File: src/hdl/tak_pkg.sv
package tak_pkg;

  localparam int SQ_STEPS  = 24;
  localparam int CO_STEPS  = 20;
  localparam int DIV_STEPS = 50;

  localparam logic [2:0] CFG_BIAS_ROLL  = 3'd0;
  localparam logic [2:0] CFG_BIAS_PITCH = 3'd1;
  localparam logic [2:0] CFG_STEP_TIME  = 3'd2;
  localparam logic [2:0] CFG_RATE_VAR   = 3'd3;
  localparam logic [2:0] CFG_ANGLE_VAR  = 3'd4;

  localparam logic [15:0] STEP_TIME_RST = 16'd262;
  localparam logic [15:0] RATE_VAR_RST  = 16'd4096;
  localparam logic [15:0] ANGLE_VAR_RST = 16'd2304;
  localparam logic [22:0] VAR_MAX       = 23'd4194304;

  // gyro scale divisor and ceil(2^29 / 131), exact for dividends below 2^21
  localparam logic [7:0]  RATE_DEN      = 8'd131;
  localparam logic [22:0] RECIP_131     = 23'd4098252;

  typedef enum logic [4:0] {
    OP_NONE, OP_LOAD, OP_MUL_AA, OP_MUL_BB, OP_SQ_INIT, OP_SQ_STEP, OP_CO_INIT,
    OP_CO_STEP, OP_RATE_INIT, OP_DIV_STEP, OP_RATE_FIN, OP_MUL_DTR, OP_E1,
    OP_MUL_QV, OP_P1, OP_K_FIN, OP_MUL_KD, OP_E2, OP_WB, OP_OUT,
    OP_RATE_MUL, OP_RATE_REM
  } dp_op_t;

  typedef struct packed {
    dp_op_t     op;
    logic       axis;
    logic [5:0] idx;
  } dp_cmd_t;

  typedef enum logic [4:0] {
    ST_IDLE, ST_MUL_AA, ST_MUL_BB, ST_SQ_INIT, ST_SQ_STEP, ST_CO_INIT, ST_CO_STEP,
    ST_RATE_INIT, ST_RATE_Q1, ST_RATE_REM, ST_RATE_Q2, ST_RATE_FIN, ST_MUL_DTR,
    ST_E1, ST_MUL_QV, ST_P1, ST_K_DIV, ST_K_FIN, ST_MUL_KD, ST_E2, ST_WB,
    ST_FINISH
  } ctrl_state_t;

  function automatic logic [21:0] atan_q16(input logic [4:0] i);
    logic [21:0] v;
    case (i)
      5'd0:  v = 22'd2949120;
      5'd1:  v = 22'd1740967;
      5'd2:  v = 22'd919879;
      5'd3:  v = 22'd466945;
      5'd4:  v = 22'd234379;
      5'd5:  v = 22'd117306;
      5'd6:  v = 22'd58666;
      5'd7:  v = 22'd29335;
      5'd8:  v = 22'd14668;
      5'd9:  v = 22'd7334;
      5'd10: v = 22'd3667;
      5'd11: v = 22'd1833;
      5'd12: v = 22'd917;
      5'd13: v = 22'd458;
      5'd14: v = 22'd229;
      5'd15: v = 22'd115;
      5'd16: v = 22'd57;
      5'd17: v = 22'd29;
      5'd18: v = 22'd14;
      5'd19: v = 22'd7;
      default: v = 22'd0;
    endcase
    return v;
  endfunction

  function automatic logic signed [50:0] rnd_shift(input logic signed [50:0] v,
                                                   input logic [4:0] s);
    logic [50:0] mag;
    logic [50:0] half;
    logic [50:0] q;
    mag  = v[50] ? 51'(-v) : 51'(v);
    half = 51'(1) << (s - 5'd1);
    q    = (mag + half) >> s;
    return v[50] ? -$signed(q) : $signed(q);
  endfunction

endpackage

File: src/hdl/tak_ctrl.sv
module tak_ctrl (
  input  logic             clk,
  input  logic             rst_n,
  input  logic             in_valid,
  output logic             in_ready,
  output logic             out_valid,
  input  logic             out_ready,
  output tak_pkg::dp_cmd_t cmd
);

  tak_pkg::ctrl_state_t state_r, state_nxt;
  logic       axis_r, axis_nxt;
  logic [5:0] cnt_r, cnt_nxt;
  logic       out_valid_r, out_valid_nxt;

  always_ff @(posedge clk) begin
    if (!rst_n) begin
      state_r     <= tak_pkg::ST_IDLE;
      axis_r      <= 1'b0;
      cnt_r       <= '0;
      out_valid_r <= 1'b0;
    end else begin
      state_r     <= state_nxt;
      axis_r      <= axis_nxt;
      cnt_r       <= cnt_nxt;
      out_valid_r <= out_valid_nxt;
    end
  end

  always_comb begin
    state_nxt     = state_r;
    axis_nxt      = axis_r;
    cnt_nxt       = '0;
    out_valid_nxt = out_valid_r && !out_ready;
    cmd.op        = tak_pkg::OP_NONE;
    cmd.axis      = axis_r;
    cmd.idx       = cnt_r;
    in_ready      = 1'b0;
    case (state_r)
      tak_pkg::ST_IDLE: begin
        in_ready = 1'b1;
        if (in_valid) begin
          cmd.op    = tak_pkg::OP_LOAD;
          axis_nxt  = 1'b0;
          state_nxt = tak_pkg::ST_MUL_AA;
        end
      end
      tak_pkg::ST_MUL_AA: begin
        cmd.op = tak_pkg::OP_MUL_AA;
        state_nxt = tak_pkg::ST_MUL_BB;
      end
      tak_pkg::ST_MUL_BB: begin
        cmd.op = tak_pkg::OP_MUL_BB;
        state_nxt = tak_pkg::ST_SQ_INIT;
      end
      tak_pkg::ST_SQ_INIT: begin
        cmd.op = tak_pkg::OP_SQ_INIT;
        state_nxt = tak_pkg::ST_SQ_STEP;
      end
      tak_pkg::ST_SQ_STEP: begin
        cmd.op = tak_pkg::OP_SQ_STEP;
        if (cnt_r == 6'(tak_pkg::SQ_STEPS - 1)) begin
          state_nxt = tak_pkg::ST_CO_INIT;
        end else begin
          cnt_nxt = cnt_r + 6'd1;
        end
      end
      tak_pkg::ST_CO_INIT: begin
        cmd.op = tak_pkg::OP_CO_INIT;
        state_nxt = tak_pkg::ST_CO_STEP;
      end
      tak_pkg::ST_CO_STEP: begin
        cmd.op = tak_pkg::OP_CO_STEP;
        if (cnt_r == 6'(tak_pkg::CO_STEPS - 1)) begin
          state_nxt = tak_pkg::ST_RATE_INIT;
        end else begin
          cnt_nxt = cnt_r + 6'd1;
        end
      end
      tak_pkg::ST_RATE_INIT: begin
        cmd.op = tak_pkg::OP_RATE_INIT;
        state_nxt = tak_pkg::ST_RATE_Q1;
      end
      tak_pkg::ST_RATE_Q1: begin
        cmd.op = tak_pkg::OP_RATE_MUL;
        state_nxt = tak_pkg::ST_RATE_REM;
      end
      tak_pkg::ST_RATE_REM: begin
        cmd.op = tak_pkg::OP_RATE_REM;
        state_nxt = tak_pkg::ST_RATE_Q2;
      end
      tak_pkg::ST_RATE_Q2: begin
        cmd.op = tak_pkg::OP_RATE_MUL;
        state_nxt = tak_pkg::ST_RATE_FIN;
      end
      tak_pkg::ST_RATE_FIN: begin
        cmd.op = tak_pkg::OP_RATE_FIN;
        state_nxt = tak_pkg::ST_MUL_DTR;
      end
      tak_pkg::ST_MUL_DTR: begin
        cmd.op = tak_pkg::OP_MUL_DTR;
        state_nxt = tak_pkg::ST_E1;
      end
      tak_pkg::ST_E1: begin
        cmd.op = tak_pkg::OP_E1;
        state_nxt = tak_pkg::ST_MUL_QV;
      end
      tak_pkg::ST_MUL_QV: begin
        cmd.op = tak_pkg::OP_MUL_QV;
        state_nxt = tak_pkg::ST_P1;
      end
      tak_pkg::ST_P1: begin
        cmd.op = tak_pkg::OP_P1;
        state_nxt = tak_pkg::ST_K_DIV;
      end
      tak_pkg::ST_K_DIV: begin
        cmd.op = tak_pkg::OP_DIV_STEP;
        if (cnt_r == 6'(tak_pkg::DIV_STEPS - 1)) begin
          state_nxt = tak_pkg::ST_K_FIN;
        end else begin
          cnt_nxt = cnt_r + 6'd1;
        end
      end
      tak_pkg::ST_K_FIN: begin
        cmd.op = tak_pkg::OP_K_FIN;
        state_nxt = tak_pkg::ST_MUL_KD;
      end
      tak_pkg::ST_MUL_KD: begin
        cmd.op = tak_pkg::OP_MUL_KD;
        state_nxt = tak_pkg::ST_E2;
      end
      tak_pkg::ST_E2: begin
        cmd.op = tak_pkg::OP_E2;
        state_nxt = tak_pkg::ST_WB;
      end
      tak_pkg::ST_WB: begin
        cmd.op = tak_pkg::OP_WB;
        if (axis_r) begin
          state_nxt = tak_pkg::ST_FINISH;
        end else begin
          axis_nxt  = 1'b1;
          state_nxt = tak_pkg::ST_MUL_AA;
        end
      end
      tak_pkg::ST_FINISH: begin
        // hold until the output register is free
        if (!out_valid_r || out_ready) begin
          cmd.op        = tak_pkg::OP_OUT;
          out_valid_nxt = 1'b1;
          state_nxt     = tak_pkg::ST_IDLE;
        end
      end
      default: state_nxt = tak_pkg::ST_IDLE;
    endcase
  end

  assign out_valid = out_valid_r;

endmodule

File: config.mk
export PLATFORM = sky130hd
export DESIGN_NAME = tak_ctrl
export DESIGN_NICKNAME = d
export VERILOG_FILES = /design/src/hdl/tak_pkg.sv /design/src/hdl/tak_ctrl.sv
export SDC_FILE = /design/constraint.sdc
export NUM_CORES = 1
export LEC_CHECK = 0
export BUFFER_PORTS_ARGS = -buffer_cell sky130_fd_sc_hd__buf_4
export CORE_MARGIN = 5
export CORE_UTILIZATION = 58
export CTS_CLUSTER_SIZE = 24
export DETAILED_ROUTE_END_ITERATION = 8
export PLACE_DENSITY = 0.8
export SYNTH_ARGS = -nofsm -noshare
export SYNTH_HDL_FRONTEND = slang
export SYNTH_SLANG_ARGS = --single-unit
File: constraint.sdc
create_clock -name clk -period 4.3 [get_ports clk]
set_input_delay 0.215 -clock clk [delete_from_list [all_inputs] [get_ports clk]]
set_output_delay 0.215 -clock clk [all_outputs]
set_load 0.02 [all_outputs]
==> flow_summary.toml <==
[outcome]
status = "completed"

[worst_setup_path]
r2r_cells = 5
reg2reg_from = "state_r[2]"
crit_chain = "nor2b_1, nor2b_1, o21ai_0, o311ai_0, a21oi_1, buf_4"
cpMostUsedCell = "nor2b_1"
r2r_slack_ns = 2.39
criticalPathCategory = "reg2out"
r2r_end = "cnt_r[4]"
startpoint_type = "register"
cp_slowest_cell = "dfxtp_1"
crit_path_max_incr_delay_ns = 0.76
cp.depth = 6
required_ns = 4.09
cp-endpoint = "cmd[9]"
crit_path_start = "state_r[2]"
critical_path.top_delay_family = "flip-flops"
crit_fanout = 22
path_buf_inv = 1
crit_arrival_ns = 2.01
end_kind = "output port"

[die]
initial_core_util = 0.624
core_mm2 = 0.00154
ios = 18
die_h_um = 50.7
die_w_um = 50.7
num_rows = 14
die_area_mm2 = 0.00257

[power]
pwr-share-clk = 0.157
switchingPower_mw = 0.208
ir_drop_mv = 0.276
internal-power_mw = 0.265
power_frac_comb = 0.454
share_seq_of_total_power = 0.388
power_leakage_nw = 0.425
switching_share = 0.440
p_per_area_mw_per_mm2 = 435

[placed_design]
port_buffers = 17
postPlaceCellArea_mm2 = 0.00106
routabilityCongestion = 0.804
hpwl_um = 1530

[hold_path]
hp-class = "in2reg"

[clocking]
clock_latency_ns = 0.27
hold_buffers = 0
clockBufferDepth = 2
cts-root-buf = "clkbuf_4"
cts_resized = 0
htreeDepth = 1
cts_setup_buffers = 0
cts_made_buffers = 3
cts.sinks = 13
cts_tree = "done"
cts.clk_slew.worst_paths_ns = 0.08

[sta]
relSlewSlack = 0.546
hold_viol = 0
finalSetupViolations = 0
skew_ns = 0.000690
fmax_ghz = 0.448
period_needed_ns = 2.23
grt_setup_unrepaired = "false"
fin_setup_tns_ns = 0
worst-slew-pin-transition_ns = 0.679
period_share = 0.519
slew_violations = 0

[cells_and_area]
final_cell_mix = "buf_4, nor2_1, nand2_1, dfxtp_1, o21ai_0"
multiInputGateArea_um2 = 642
seq_area_um2 = 260
final.fill_count = 121
mostFrequentLayoutCell = "buf_4"
layout-drive-gt1-share = 0.170
area_growth_pct = 13.1
post-route-cell-area_mm2 = 0.00109
nNetsFinal = 148
insertedDiodeCount = 0

[routing]
route.vias.total = 923
drc_errors = 0
via_per_inst = 5.88
drt_wl_total_um = 2110
detail-route-antenna-nets = 0
wire_per_inst_um = 13.4
initialDrtViolationCount = 27
firstDrtPassIters = 4

[synthesis]
syn_inst = 131
syn_area_um2 = 962
synth.yosys.warnings = 0
yosysTopAreaCell = "dfxtp_1"
yosysTopAreaCellShare = 0.270
avgSynthCellArea_um2 = 7.34
synth_seq_cells = 13
yosys_most_used_dff = "dfxtp_1"
synth_edf_count = 0
synth.area.top_cells = "dfxtp_1, nand2_1, nor2_1, o21ai_0, nor2b_1"
syn_nets = 137
synth-seq-area-share = 0.270
synth_async_sr_flop_share = 0
ys_types = 43

[global_routing]
grt_start_max_net_pins = 24
grt_overflow_total = 0
antenna_found_initial = 0
grt_pass1_vias = 783
grt_first_pass_wirelength_um = 3560
grtUsageTotal = 0.178

[flow_run]
max_cap_viol_count = 0
## worst register-to-register path: cells and delay by family (launching register included)
| family | cells | cell delay [ns] |
|---|---|---|
| DFF | 1 | 0.76 |
| AOI/OAI and AO/OA | 2 | 0.59 |
| and+or+nand+nor | 3 | 0.50 |
## flip-flops by register name (all words and copies together), names as in the netlist
| name | cells |
|---|---|
| axis_r | 1 |
| cnt_r | 6 |
| state_r | 5 |
| out_valid | 1 |
## synthesized netlist by cell type, types with 3 or more instances
| master | n |
|---|---|
| inv_1 | 3 |
| xnor2_1 | 3 |
| nand2_1 | 13 |
| o21ai_0 | 9 |
| nand3_1 | 7 |
| nor2b_1 | 7 |
| a21oi_1 | 6 |
| dfxtp_1 | 13 |
| clkbuf_1 | 5 |
| nor3_1 | 3 |
| xor2_1 | 5 |
| o21a_1 | 3 |
| buf_2 | 3 |
| nand2b_1 | 4 |
| nor2_1 | 13 |
## how the worst min path moves through the flow
stage                             to  cells after the start  startpoint
after floorplan             cnt_r[2]                      2       rst_n
after global placement      cnt_r[0]                      1    cnt_r[0]
after detailed placement    cnt_r[0]                      1    cnt_r[0]
after CTS                 state_r[0]                      2       rst_n
after global routing      state_r[0]                      2       rst_n
final                     state_r[0]                      2       rst_n
## cell families (layout without fill, tap and decap cells)
logic type	Yosys count	after routing	share of synthesized area
AOI/OAI and AO/OA	34	34	0.243
xor gates and xnor gates	8	8	0.0728
adders and majority gates	2	2	0.0260
buffers and inverters	14	24	0.0624
DFF	13	13	0.270
muxes	2	2	0.0208
and+or+nand+nor	58	58	0.304
## power by group through the flow
stage	sequential, mW	clock, mW	combinational, mW
final	0.184	0.0745	0.215
after global routing	0.191	0.0849	0.239
after CTS	0.183	0.0777	0.217
after detailed placement	0.186	0	0.216
after global placement	0.185	0	0.213
after floorplan	0.142	0	0.196
## area by class of cell
cell class	instances	share of cell area
Tap cell	16	0.0184
Inverter	3	0.0103
Clock inverter	1	0.00460
Timing Repair Buffer	17	0.117
Clock buffer	3	0.0207
Sequential cell	13	0.239
Multi-Input combinational cell	104	0.590
## metal layers
layer | wire length (µm) | share of wire | track usage
met5 | 0 | 0 | 0
met3 | 115 | 0.055 | 0.0621
met2 | 967 | 0.46 | 0.269
met4 | 9 | 0.0043 | 0.0553
met1 | 1010 | 0.48 | 0.236
## through the flow
step,cells,util,hold slack [ns],setup WS (ns),power [mW]
after global routing,157,0.706,0.240,1.86,0.515
after global placement,153,0.688,0.458,2.45,0.398
final,157,0.706,0.246,2.07,0.474
after floorplan,131,-,0.372,2.55,0.338
after CTS,157,0.706,0.244,2.09,0.478
after detailed placement,153,0.688,0.467,2.40,0.401
(Power assumes the default switching activity.)
